--- src/design/swlg_pkg.sv ---
`default_nettype none

package swlg_pkg;

  // Field widths
  localparam int OP_W      = 1;
  localparam int STEP_W    = 11;
  localparam int PIXEL_W   = 16;
  localparam int GRAY_W    = 8;
  localparam int INDEX_W   = 12;
  localparam int SUM_W     = 14;

  // Register widths
  localparam int SLOPE_W   = 24;
  localparam int OFFSET_W  = 16;
  localparam int CENTER_W  = 21;
  localparam int WIDTH_W   = 21;
  localparam int SLICES_W  = 13;

  // Configuration port
  localparam int CFG_DATA_W  = 24;
  localparam int CFG_INDEX_W = 3;

  localparam logic [CFG_INDEX_W-1:0] REG_SLOPE   = 3'd0;
  localparam logic [CFG_INDEX_W-1:0] REG_OFFSET  = 3'd1;
  localparam logic [CFG_INDEX_W-1:0] REG_CENTER  = 3'd2;
  localparam logic [CFG_INDEX_W-1:0] REG_WIDTH   = 3'd3;
  localparam logic [CFG_INDEX_W-1:0] REG_INVERT  = 3'd4;
  localparam logic [CFG_INDEX_W-1:0] REG_SLICES  = 3'd5;

  // Operation codes
  localparam logic OP_TURN  = 1'b0;
  localparam logic OP_PIXEL = 1'b1;

  // Largest slice count handled
  localparam int MAX_SLICES = 4096;

  // Fixed point: 16 fraction bits
  localparam int FRAC_W = 16;

  // Reset values of the registers
  localparam logic [SLOPE_W-1:0]         SLOPE_RESET  = 24'd65536;
  localparam logic signed [OFFSET_W-1:0] OFFSET_RESET = 16'sd0;
  localparam logic signed [CENTER_W-1:0] CENTER_RESET = 21'sd40;
  localparam logic [WIDTH_W-1:0]         WIDTH_RESET  = 21'd400;
  localparam logic [SLICES_W-1:0]        SLICES_RESET = 13'd1;

endpackage

`default_nettype wire

--- src/design/swlg_if.sv ---
`default_nettype none

// Item channel into the block
interface swlg_item_if;
  logic                                       valid;
  logic                                       ready;
  logic [swlg_pkg::OP_W-1:0]                  operation;
  logic signed [swlg_pkg::STEP_W-1:0]         turn_step;
  logic signed [swlg_pkg::PIXEL_W-1:0]        pixel_value;

  modport source (output valid, operation, turn_step, pixel_value, input ready);
  modport sink   (input valid, operation, turn_step, pixel_value, output ready);
endinterface

// Result channel out of the block
interface swlg_result_if;
  logic                                 valid;
  logic                                 ready;
  logic [swlg_pkg::GRAY_W-1:0]          gray_level;
  logic [swlg_pkg::INDEX_W-1:0]         slice_index;

  modport source (output valid, gray_level, slice_index, input ready);
  modport sink   (input valid, gray_level, slice_index, output ready);
endinterface

`default_nettype wire

--- src/design/slice_window_level_to_gray_top.sv ---
`default_nettype none

// Slice paging and window/level gray mapping. A turn transaction (operation 0)
// adds turn_step to the paging sum, clamps it around the middle slice and
// returns the slice index through the turn state, with gray_level 0. A
// pixel transaction (operation 1) rescales pixel_value by slope and offset,
// maps it through the window and returns gray_level and the current slice
// index. A pixel passes in order through the acceptance, a multiply step,
// a truncation step, a set-up step, a serial restoring divider by
// window_width that makes 16 quotient bits (one quotient bit per cycle) and
// the gray steps. When the distance from the window center reaches the
// window width the divider is skipped. One item is in work at a time; the
// result register lets the next item be accepted while a finished result
// still waits to be taken, and an item that finishes while that result is
// still held waits in its last state until the result is taken. The user
// must write registers only while the block is idle; the block itself does
// not enforce this. window_width 0 acts as 1, slice_count 0 as 1.

module slice_window_level_to_gray_top (
  input  wire                                   clk,
  input  wire                                   rst,
  swlg_item_if.sink                             items,
  swlg_result_if.source                         results,
  input  wire                                   cfg_we,
  input  wire [swlg_pkg::CFG_INDEX_W-1:0]       cfg_index,
  input  wire [swlg_pkg::CFG_DATA_W-1:0]        cfg_data
);

  // Sequencer states
  localparam logic [2:0] ST_IDLE  = 3'd0;
  localparam logic [2:0] ST_TURN  = 3'd1;
  localparam logic [2:0] ST_MUL   = 3'd2;
  localparam logic [2:0] ST_TRUNC = 3'd3;
  localparam logic [2:0] ST_PREP  = 3'd4;
  localparam logic [2:0] ST_DIV   = 3'd5;
  localparam logic [2:0] ST_GRAY1 = 3'd6;
  localparam logic [2:0] ST_GRAY2 = 3'd7;

  localparam int PROD_W = 41;
  localparam int CT_W   = 25;
  localparam int D_W    = 26;
  localparam int SW     = 15;
  localparam int QUO_W  = swlg_pkg::FRAC_W;
  localparam int G_W    = swlg_pkg::FRAC_W + 1;
  localparam logic [G_W-1:0] G_FULL = G_W'(1 << swlg_pkg::FRAC_W);
  localparam logic [G_W-1:0] G_HALF = G_W'(1 << (swlg_pkg::FRAC_W - 1));

  // Configuration registers
  logic [swlg_pkg::SLOPE_W-1:0]          slope;
  logic signed [swlg_pkg::OFFSET_W-1:0]  offset;
  logic signed [swlg_pkg::CENTER_W-1:0]  center;
  logic [swlg_pkg::WIDTH_W-1:0]          width;
  logic                                  invert;
  logic [swlg_pkg::SLICES_W-1:0]         slice_count;

  // State and work registers
  logic [2:0]                            state;
  logic signed [swlg_pkg::SUM_W-1:0]     paging_sum;
  logic signed [swlg_pkg::STEP_W-1:0]    step_q;
  logic signed [swlg_pkg::PIXEL_W-1:0]   px_q;
  logic signed [PROD_W-1:0]              prod;
  logic signed [CT_W-1:0]                ct;
  logic                                  neg;
  logic [swlg_pkg::WIDTH_W-1:0]          rem;
  logic [QUO_W-1:0]                      quo;
  logic [3:0]                            cnt;
  logic [G_W-1:0]                        g_reg;

  // Result register
  logic                                  res_valid;
  logic [swlg_pkg::GRAY_W-1:0]           res_gray;
  logic [swlg_pkg::INDEX_W-1:0]          res_index;

  logic res_free;
  assign res_free = !res_valid || results.ready;

  // Result register loads when a turn or a gray finishes into a free slot
  logic res_load;
  assign res_load = ((state == ST_TURN) || (state == ST_GRAY2)) && res_free;

  assign items.ready         = (state == ST_IDLE);
  assign results.valid       = res_valid;
  assign results.gray_level  = res_gray;
  assign results.slice_index = res_index;

  // Effective slice count and the clamp limits derived from it
  logic [swlg_pkg::SLICES_W-1:0] z;
  logic signed [SW-1:0] h_s, c_s, zm1_s;
  always_comb begin
    if (slice_count == '0) begin
      z = swlg_pkg::SLICES_W'(1);
    end else if (slice_count > swlg_pkg::SLICES_W'(swlg_pkg::MAX_SLICES)) begin
      z = swlg_pkg::SLICES_W'(swlg_pkg::MAX_SLICES);
    end else begin
      z = slice_count;
    end
    h_s   = signed'(SW'(z >> 1));
    c_s   = z[0] ? SW'(2) : SW'(1);
    zm1_s = signed'(SW'(z)) - SW'(1);
  end

  // Turn: add step, clamp sum, derive index
  logic signed [SW-1:0] s_raw, s_clmp, t_idx, s_new, idx_new;
  always_comb begin
    s_raw = SW'(paging_sum) + SW'(step_q);
    if (s_raw < -h_s - c_s) begin
      s_clmp = -h_s - c_s;
    end else if (s_raw > h_s + c_s) begin
      s_clmp = h_s + c_s;
    end else begin
      s_clmp = s_raw;
    end
    t_idx = h_s + s_clmp;
    if (t_idx < 0) begin
      idx_new = '0;
      s_new   = -h_s;
    end else if (t_idx > zm1_s) begin
      idx_new = zm1_s;
      s_new   = h_s + c_s - SW'(2);
    end else begin
      idx_new = t_idx;
      s_new   = s_clmp;
    end
  end

  // Pixel: report the current index clamped to the volume
  logic signed [SW-1:0] p_raw, p_idx;
  always_comb begin
    p_raw = h_s + SW'(paging_sum);
    if (p_raw < 0) begin
      p_idx = '0;
    end else if (p_raw > zm1_s) begin
      p_idx = zm1_s;
    end else begin
      p_idx = p_raw;
    end
  end

  // Rescale: truncate (prod + offset) toward zero
  logic signed [PROD_W-1:0] psum;
  logic signed [CT_W-1:0]   ct_c;
  always_comb begin
    psum = prod + (PROD_W'(offset) <<< swlg_pkg::FRAC_W);
    ct_c = CT_W'(psum >>> swlg_pkg::FRAC_W) +
           ((psum[PROD_W-1] && (psum[swlg_pkg::FRAC_W-1:0] != '0)) ? CT_W'(1) : CT_W'(0));
  end

  // Divider set-up: distance from the centre as sign and magnitude
  logic [swlg_pkg::WIDTH_W-1:0] w_eff;
  logic signed [D_W-1:0]        d;
  logic [D_W-1:0]               mag;
  logic                         ovf;
  always_comb begin
    w_eff = (width == '0) ? swlg_pkg::WIDTH_W'(1) : width;
    d     = D_W'(ct) - D_W'(center);
    mag   = d[D_W-1] ? D_W'(-d) : D_W'(d);
    ovf   = mag >= D_W'(w_eff);
  end

  // One restoring divide step
  logic [swlg_pkg::WIDTH_W:0]   rem_sh;
  logic [swlg_pkg::WIDTH_W+1:0] diff;
  logic                         ge;
  always_comb begin
    rem_sh = {rem, 1'b0};
    diff   = {1'b0, rem_sh} - {2'b0, w_eff};
    ge     = !diff[swlg_pkg::WIDTH_W+1];
  end

  // Gray: signed quotient, offset to mid-scale, clamp, invert
  logic signed [G_W:0] q_s, gq;
  logic [G_W-1:0]      g_c;
  always_comb begin
    q_s = neg ? -signed'({2'b0, quo}) : signed'({2'b0, quo});
    gq  = q_s + signed'({1'b0, G_HALF});
    if (gq < 0) begin
      g_c = '0;
    end else if (gq > signed'({1'b0, G_FULL})) begin
      g_c = G_FULL;
    end else begin
      g_c = gq[G_W-1:0];
    end
    if (invert) begin
      g_c = G_FULL - g_c;
    end
  end

  // Scale to 0..255 with rounding
  logic [24:0] gm;
  always_comb begin
    gm = ({g_reg, 8'b0} - {8'b0, g_reg}) + 25'(G_HALF);
  end

  // Registers, sequencer and result register
  always_ff @(posedge clk) begin
    if (rst) begin
      state       <= ST_IDLE;
      res_valid   <= 1'b0;
      paging_sum  <= '0;
      slope       <= swlg_pkg::SLOPE_RESET;
      offset      <= swlg_pkg::OFFSET_RESET;
      center      <= swlg_pkg::CENTER_RESET;
      width       <= swlg_pkg::WIDTH_RESET;
      invert      <= 1'b0;
      slice_count <= swlg_pkg::SLICES_RESET;
    end else begin
      if (cfg_we) begin
        case (cfg_index)
          swlg_pkg::REG_SLOPE:  slope       <= cfg_data[swlg_pkg::SLOPE_W-1:0];
          swlg_pkg::REG_OFFSET: offset      <= signed'(cfg_data[swlg_pkg::OFFSET_W-1:0]);
          swlg_pkg::REG_CENTER: center      <= signed'(cfg_data[swlg_pkg::CENTER_W-1:0]);
          swlg_pkg::REG_WIDTH:  width       <= cfg_data[swlg_pkg::WIDTH_W-1:0];
          swlg_pkg::REG_INVERT: invert      <= cfg_data[0];
          swlg_pkg::REG_SLICES: slice_count <= cfg_data[swlg_pkg::SLICES_W-1:0];
          default: ;
        endcase
      end

      if (res_load) begin
        res_valid <= 1'b1;
      end else if (res_valid && results.ready) begin
        res_valid <= 1'b0;
      end

      case (state)
        ST_IDLE: begin
          if (items.valid) begin
            step_q <= items.turn_step;
            px_q   <= items.pixel_value;
            state  <= (items.operation == swlg_pkg::OP_PIXEL) ? ST_MUL : ST_TURN;
          end
        end
        ST_TURN: begin
          if (res_free) begin
            paging_sum <= swlg_pkg::SUM_W'(s_new);
            res_gray   <= '0;
            res_index  <= swlg_pkg::INDEX_W'(idx_new);
            state      <= ST_IDLE;
          end
        end
        ST_MUL: begin
          prod  <= PROD_W'(px_q) * signed'(PROD_W'({1'b0, slope}));
          state <= ST_TRUNC;
        end
        ST_TRUNC: begin
          ct    <= ct_c;
          state <= ST_PREP;
        end
        ST_PREP: begin
          neg <= d[D_W-1];
          rem <= mag[swlg_pkg::WIDTH_W-1:0];
          quo <= ovf ? '1 : '0;
          cnt <= 4'(QUO_W - 1);
          state <= ovf ? ST_GRAY1 : ST_DIV;
        end
        ST_DIV: begin
          rem <= ge ? diff[swlg_pkg::WIDTH_W-1:0] : rem_sh[swlg_pkg::WIDTH_W-1:0];
          quo <= {quo[QUO_W-2:0], ge};
          cnt <= cnt - 4'd1;
          if (cnt == '0) begin
            state <= ST_GRAY1;
          end
        end
        ST_GRAY1: begin
          g_reg <= g_c;
          state <= ST_GRAY2;
        end
        ST_GRAY2: begin
          if (res_free) begin
            res_gray  <= gm[23:16];
            res_index <= swlg_pkg::INDEX_W'(p_idx);
            state     <= ST_IDLE;
          end
        end
        default: begin
          state <= ST_IDLE;
        end
      endcase
    end
  end

endmodule

`default_nettype wire
--- src/flat_wrapper.sv ---
// flat-port wrapper written by rule: the top's interface ports become plain ports
module slice_window_level_to_gray_top_flat 
  (clk, rst, cfg_we, cfg_index, cfg_data, items_valid, items_operation, items_turn_step, items_pixel_value, items_ready, results_valid, results_gray_level, results_slice_index, results_ready);
  swlg_item_if items_i ();
  swlg_result_if results_i ();
  input  wire clk;
  input  wire rst;
  input  wire cfg_we;
  input  wire [swlg_pkg::CFG_INDEX_W-1:0] cfg_index;
  input  wire [swlg_pkg::CFG_DATA_W-1:0] cfg_data;
  input wire logic [$bits(items_i.valid)-1:0] items_valid;
  input wire logic [$bits(items_i.operation)-1:0] items_operation;
  input wire logic [$bits(items_i.turn_step)-1:0] items_turn_step;
  input wire logic [$bits(items_i.pixel_value)-1:0] items_pixel_value;
  output wire logic [$bits(items_i.ready)-1:0] items_ready;
  output wire logic [$bits(results_i.valid)-1:0] results_valid;
  output wire logic [$bits(results_i.gray_level)-1:0] results_gray_level;
  output wire logic [$bits(results_i.slice_index)-1:0] results_slice_index;
  input wire logic [$bits(results_i.ready)-1:0] results_ready;
  assign items_i.valid = items_valid;
  assign items_i.operation = items_operation;
  assign items_i.turn_step = items_turn_step;
  assign items_i.pixel_value = items_pixel_value;
  assign items_ready = items_i.ready;
  assign results_valid = results_i.valid;
  assign results_gray_level = results_i.gray_level;
  assign results_slice_index = results_i.slice_index;
  assign results_i.ready = results_ready;
  slice_window_level_to_gray_top u_core (.clk(clk), .rst(rst), .items(items_i), .results(results_i), .cfg_we(cfg_we), .cfg_index(cfg_index), .cfg_data(cfg_data));
endmodule
--- config.mk ---
export PLATFORM = sky130hd
export DESIGN_NAME = slice_window_level_to_gray_top_flat
export DESIGN_NICKNAME = d
export VERILOG_FILES = /design/src/design/swlg_pkg.sv /design/src/design/swlg_if.sv /design/src/design/slice_window_level_to_gray_top.sv /design/src/flat_wrapper.sv
export SDC_FILE = /design/constraint.sdc
export NUM_CORES = 2
export LEC_CHECK = 0
export BUFFER_PORTS_ARGS = -buffer_cell sky130_fd_sc_hd__buf_2
export CORE_AREA = 2 2 247 249
export CTS_BUF_LIST = sky130_fd_sc_hd__clkbuf_8
export DETAILED_ROUTE_END_ITERATION = 10
export DIE_AREA = 0 0 249 251
export PLACE_DENSITY = 0.79
export SETUP_SLACK_MARGIN = 0.2
export SKIP_LAST_GASP = 1
export SLEW_MARGIN = 10
export SYNTH_ARGS = -nofsm -noshare
export SYNTH_HDL_FRONTEND = slang
export SYNTH_SLANG_ARGS = --single-unit
--- constraint.sdc ---
create_clock -name clk -period 10.4 [get_ports clk]
set_clock_uncertainty 0.2 [all_clocks]
set_input_delay 0.52 -clock clk [delete_from_list [all_inputs] [get_ports clk]]
set_output_delay 0.52 -clock clk [all_outputs]
set_load 0.03 [all_outputs]
# Word level (Yosys, flattened, before mapping)
# Index checks and enable logic that the tools add are counted.
# W data, S select, Z words.
dict set report classes {
  n_eq_ne 17
  n_addsub 19
  n_mux 37
  n_mul 1
  order_cmp 10
  n_bitwise 1
  reduce_logical 32
}
# operator count
set ops {}
lappend ops {{$mux W12} 6}
lappend ops {{$mux W17} 3}
lappend ops {{$mux W21} 2}
lappend ops {{$pmux W21 S2} 1}
lappend ops {{$add A41 B32 Y41} 1}
lappend ops {{$mul A16 B25 Y41} 1}
lappend ops {{$pmux W16 S2} 1}
lappend ops {{$gt A15 B14 Y1} 2}
lappend ops {{$lt A15 B1 Y1 const B} 2}
lappend ops {{$mux W15} 2}
lappend ops {{$mux W14} 2}
lappend ops {{$ge A26 B21 Y1} 1}
lappend ops {{$mux W13} 2}
lappend ops {{$mux W26} 1}
lappend ops {{$neg A26 Y26} 1}
lappend ops {{$sub A25 B21 Y26} 1}
lappend ops {{$add A25 B25 Y25} 1}
lappend ops {{$add A24 B16 Y24 const B} 1}
lappend ops {{$pmux W12 S2} 1}
lappend ops {{$reduce_and A2 Y1} 12}
lappend ops {{$sub A24 B17 Y24} 1}
lappend ops {{$sub A22 B21 Y23} 1}
lappend ops {{$logic_not A21 Y1} 1}
lappend ops {{$pmux W3 S7} 1}
lappend ops {{other kinds (42)} 69}
dict set report word_totals {
  ff_bits 286
  word_cells 137
}

# Logic depth before layout (Yosys ltp)
dict set report depth {
  ltp_word 14
  ltp_mapped 49
  ltp_nobuf 45
}

# Least setup slack after synthesis
# OpenSTA, ideal clock, no wires.
dict set report synth_path {
  kind {reg-to-reg}
  start {register u_core.slice_count[12] in the netlist's numbering}
  end {register u_core.res_index, in the netlist u_core.results.slice_index[11], data pin}
  t_arrival_ns 8.799
  required_ns 9.944
  setup_slack_ns 1.145
  period_less_slack_ns 9.255
  stages_incl_launch_ff 45
  cell_sequence {dfxtp_1 > clkbuf_1 > clkbuf_1 > clkbuf_1 > nand2b_1 > inv_1 > ha_1 > a21oi_1 > nor2_1 > nand2_1 > nor3_1 > and3_1 > xor2_1 > inv_1 > ha_1 > nand4_1 > or4_1 > o221ai_1 > (+9 left out) > nand2_1 > nand3_1 > o31ai_1 > o221ai_1 > nand3_1 > or3b_1 > buf_6 > buf_2 > ha_1 > nand4_1 > nor2_1 > inv_1 > or3_1 > and3_1 > clkbuf_1 > nand3_1 > o22ai_1 > a31o_2}
}
dict set report synth_between {
  elab_chain_len 14
  word_cells_on_any_way 26
}
# element line
set synth_rtl {}
lappend synth_rtl {{from (decl)} slice_window_level_to_gray_top.sv:54} ;# logic [swlg_pkg::SLICES_W-1:0] slice_count;
lappend synth_rtl {{from (signal assigned)} slice_window_level_to_gray_top.sv:205} ;# slice_count <= swlg_pkg::SLICES_RESET;
lappend synth_rtl {{from (signal assigned)} slice_window_level_to_gray_top.sv:214} ;# swlg_pkg::REG_SLICES: slice_count <= cfg_data[swlg_pkg::SLICES_W-1:0];
lappend synth_rtl {{$gt A13 B13 Y1} slice_window_level_to_gray_top.sv:92} ;# end else if (slice_count > swlg_pkg::SLICES_W'(swlg_pkg::MAX_SLICES)) begin
lappend synth_rtl {{$mux W13} slice_window_level_to_gray_top.sv:92}
lappend synth_rtl {{$mux W13 *} slice_window_level_to_gray_top.sv:90} ;# if (slice_count == '0) begin
lappend synth_rtl {{branches (longest 10 deep; another with $neg A12 Y15)} n/a}
lappend synth_rtl {{$pmux W12 S2 *} slice_window_level_to_gray_top.sv:225} ;# case (state)
lappend synth_rtl {{to (signal assigned)} slice_window_level_to_gray_top.sv:237} ;# res_index <= swlg_pkg::INDEX_W'(idx_new);
lappend synth_rtl {{to (signal assigned)} slice_window_level_to_gray_top.sv:271} ;# res_index <= swlg_pkg::INDEX_W'(p_idx);
lappend synth_rtl {{to (decl)} slice_window_level_to_gray_top.sv:72} ;# logic [swlg_pkg::INDEX_W-1:0] res_index;
# Every way passes the cells marked *. The select of a mux whose other input is x is not followed.
# A chain may end at the register's enable or synchronous reset.

# Final worst setup path
dict set report layout_path {
  start {register u_core.slice_count[4] in the netlist's numbering}
  end {register u_core.res_index, in the netlist u_core.results.slice_index[2], data pin}
}
# Same word-level chain as after synthesis.

==> metrics <==
area delta synth->final 8.469%; peak supply drop 0.1219 mV; cell row count 90; cells taking the most area after synthesis fa_1, edfxtp_1, ha_1; outcome finished, final reports clean; count of endpoints failing setup in the final report 0; clock tree buffer depth 3; Chip Width 249 um; slowest library cell on the worst path or4_1; Layout fillers 5072; registers with the highest flip-flop counts u_core.prod (41), u_core.ct (25), u_core.slope (24); Fin. Hold Viols 0; share of synthesized area occupied by flip-flops and latches 0.2169; max FFs per register 41; sum of negative setup slack 0 ps; fraction of final layout cells sized beyond drive strength 1 0.07376; cell repeated most along the worst path a21oi_1; clock tree from TritonCTS done; number of antenna violations at the first check in global routing 2; average instance area after synthesis 8.707 um2; worst skew pair latency 660 ps; Largest stage delay, worst path 510 ps; I/O Pins 82; number of cells in the design after placement 4700; minimum clock period after layout 9670 ps; Buf+Inv Stages, Crit Path 4; DR DRC count 0; Reg power frac 0.247; Net Count, Synth 4675; required time reported for the critical path endpoint 10550 ps; Internal Power 0.003234 W; Final Max Slew Viols 0; capturing element type of the critical path register; Clk pwr share 0.205; Die Y 251 um; placer's final routability congestion estimate 1.010; largest area contributor in the netlist fa_1; setup repair after global routing missed its margin no; routed wire length per instance 17.84 um; Sink Count 286; global-route wire length before repair 142700 um; nets@finish 4756; TritonCTS Buffers 51; worst slew margin relative to its limit 0.2373; Sequential cell area 7447 um2; root buffer cell clkbuf_8; post-synthesis instance area 34330 um2; period utilization 0.9298; startpoint class of the critical path register; half-perimeter wire length after detailed placement 68240 um; Total GRT Usage 0.2806; top achievable clock speed 0.1034 GHz; CP top delay family simple AND/OR/NAND/NOR gates; core region area 59790 um2; type of the worst setup path reg2reg; Post-Syn Instances 3943; Starting DRT DRC Count 1850; fin cells 4851; final design instance area without fill 37240 um2; ratio of routed vias to standard cells 5.820; total length of routed wires 86550 um; floorplan die area 62500 um2; post-detailed-placement cell area 35490 um2; reported max-cap violation count 0; via count of the first global-routing pass 28117; Synth cell types 108; type of the tightest min-delay check in2reg; Critical Path Fanout Max 12; fraction of registers with async set/reset 0; net switching power 0.002498 W; arrival time of the worst setup path 9820 ps; IO Port Bufs 81; total number of vias 28233; total power per unit cell area 153.9 nW/um2; leakage power 16.66 nW; Syn. warnings 0; switching share of power 0.4358; multi-input gate area in the final layout 24530 um2; pin count of the biggest net entering global routing 103; clock transition at the registers of the reported paths 70 ps; share of power burned in combinational logic 0.548; primary flip-flop cell chosen by synthesis mapping edfxtp_1; share of Yosys cell area claimed by the top area cell type 0.1831; FF+latch count, synth 286; number of optimization iterations in the first detailed-route pass 8; count of flip-flops with a built-in enable after synthesis 172; register bank with the most flops u_core.prod; slew of the pin with the lowest slew margin 1141 ps; Remaining Overflow, GRT 0; Initial Util 0.5742; remaining number of nets flagged by the antenna check after routing 0; H-tree lvl count 2
logic make-up after synthesis:
logic type | count (synthesis) | share of synthesized area
buf+inv | 646 | 0.07208
other cells | 1 | 0.0001092
xor+xnor | 223 | 0.05689
fa+ha+maj | 677 | 0.3150
compound gates | 726 | 0.1367
mux | 57 | 0.01800
simple gates | 1327 | 0.1843
flops | 286 | 0.2169
cell usage in the layout (no fill, tap or decap), types with 66 or more instances in the layout:
| cell | synthesis | final |
|---|---|---|
| dfxtp_1 | 114 | 114 |
| fa_1 | 314 | 314 |
| xnor2_1 | 142 | 142 |
| ha_1 | 358 | 358 |
| buf_2 | 10 | 80 |
| nand2_1 | 566 | 566 |
| edfxtp_1 | 172 | 172 |
| o21ai_0 | 127 | 127 |
| and2_1 | 149 | 149 |
| nand3_1 | 67 | 66 |
| inv_1 | 491 | 500 |
| xor2_1 | 81 | 80 |
| a21oi_1 | 258 | 257 |
| nor2_1 | 213 | 210 |
layout make-up:
class                           instances  area share
Multi-Input combinational cell       3011      0.6588
Sequential cell                       286      0.2000
Inverter                              494     0.04989
Timing Repair Buffer                  180     0.03440
Tap cell                              782     0.02627
Clock buffer                           57     0.02107
Clock inverter                         39    0.009475
Antenna cell                            2   0.0001344
cell usage after synthesis (all sizes together) (6+ instances only):
| cell | number |
|---|---|
| nand2 | 568 |
| inv | 493 |
| ha | 358 |
| fa | 314 |
| a21oi | 258 |
| nor2 | 213 |
| edfxtp | 172 |
| and2 | 150 |
| xnor2 | 142 |
| clkbuf | 134 |
| o21ai | 133 |
| dfxtp | 114 |
| xor2 | 81 |
| nor3 | 76 |
| nand3 | 68 |
| nand2b | 67 |
| o21a | 56 |
| a21o | 53 |
| mux2i | 44 |
| nor2b | 31 |
| nor4 | 25 |
| or3 | 24 |
| and3 | 23 |
| o31ai | 23 |
| nand4 | 20 |
| a211oi | 19 |
| a31oi | 18 |
| buf | 18 |
| o22ai | 18 |
| nand3b | 15 |
| o21bai | 15 |
| or2 | 14 |
| mux2 | 12 |
| o211ai | 12 |
| a2111oi | 11 |
| o311ai | 11 |
| a311oi | 9 |
| a211o | 8 |
| o31a | 8 |
| o41ai | 8 |
| or4 | 8 |
| a21boi | 7 |
| a31o | 6 |
| nor3b | 6 |
worst paths after layout:
| check | slack [ps] | to | cells after the start | start |
|---|---|---|---|---|
| worst min-delay path | 120 | u_core.state[2]$_SDFFE_PP0P_ | 4 | results_ready |
| worst min register to register | 250 | u_core.center[7]$_SDFFE_PP0P_ | 2 | u_core.center[7]$_SDFFE_PP0P_ |
| worst max register to register | 730 | u_core.results.slice_index[2]$_DFFE_PP_ | 44 | u_core.slice_count[4]$_SDFFE_PP0P_ |
| worst max-delay path | 730 | u_core.results.slice_index[2]$_DFFE_PP_ | 44 | u_core.slice_count[4]$_SDFFE_PP0P_ |
tightest hold or removal path: stages:
cell and delay [ps]:
buf_2 80, nor2b_1 110, nor3_1 150, a211oi_1 70
power by group through the flow:
| stage | registers [W] | logic (W) | clock network (W) |
|---|---|---|---|
| floorplan | 0.00140 | 0.00235 | 0 |
| global placement | 0.00144 | 0.00297 | 0 |
| detailed placement | 0.00144 | 0.00302 | 0 |
| CTS | 0.00141 | 0.00306 | 0.00120 |
| global route | 0.00142 | 0.00348 | 0.00125 |
| finish | 0.00142 | 0.00314 | 0.00118 |
routing by layer:
layer / vias to the layer above / part of all wire / track usage
li1: 13449 / - / -
met1: 13547 / 0.42 / 0.3607
met2: 1040 / 0.48 / 0.4804
met3: 195 / 0.071 / 0.04483
met4: 2 / 0.033 / 0.1006
met5: - / 0.00015 / 0
through the flow:
| step | hold WS [ps] | total power (W) | setup slack [ps] | util |
|---|---|---|---|---|
| floorplan | 236.3 | 0.003747 | 1145 | - |
| global placement | 241.3 | 0.004406 | 313.3 | 0.5936 |
| detailed placement | 246.5 | 0.004456 | 178.0 | 0.5936 |
| CTS | 79.64 | 0.005673 | 229.0 | 0.6214 |
| global route | 154.7 | 0.006153 | 194.2 | 0.6227 |
| finish | 121.7 | 0.005733 | 729.9 | 0.6228 |
repair_timing:
action                                  4_1_cts  5_1_grt
pin swaps                                     0        2
resized for setup                             2       16
hold buffers                                 52        0
hold endpoints to repair                    115        0
buffers inserted                              0        1
endpoints found under the setup margin        7       26
Note: power is estimated with default switching activity, not from simulation.
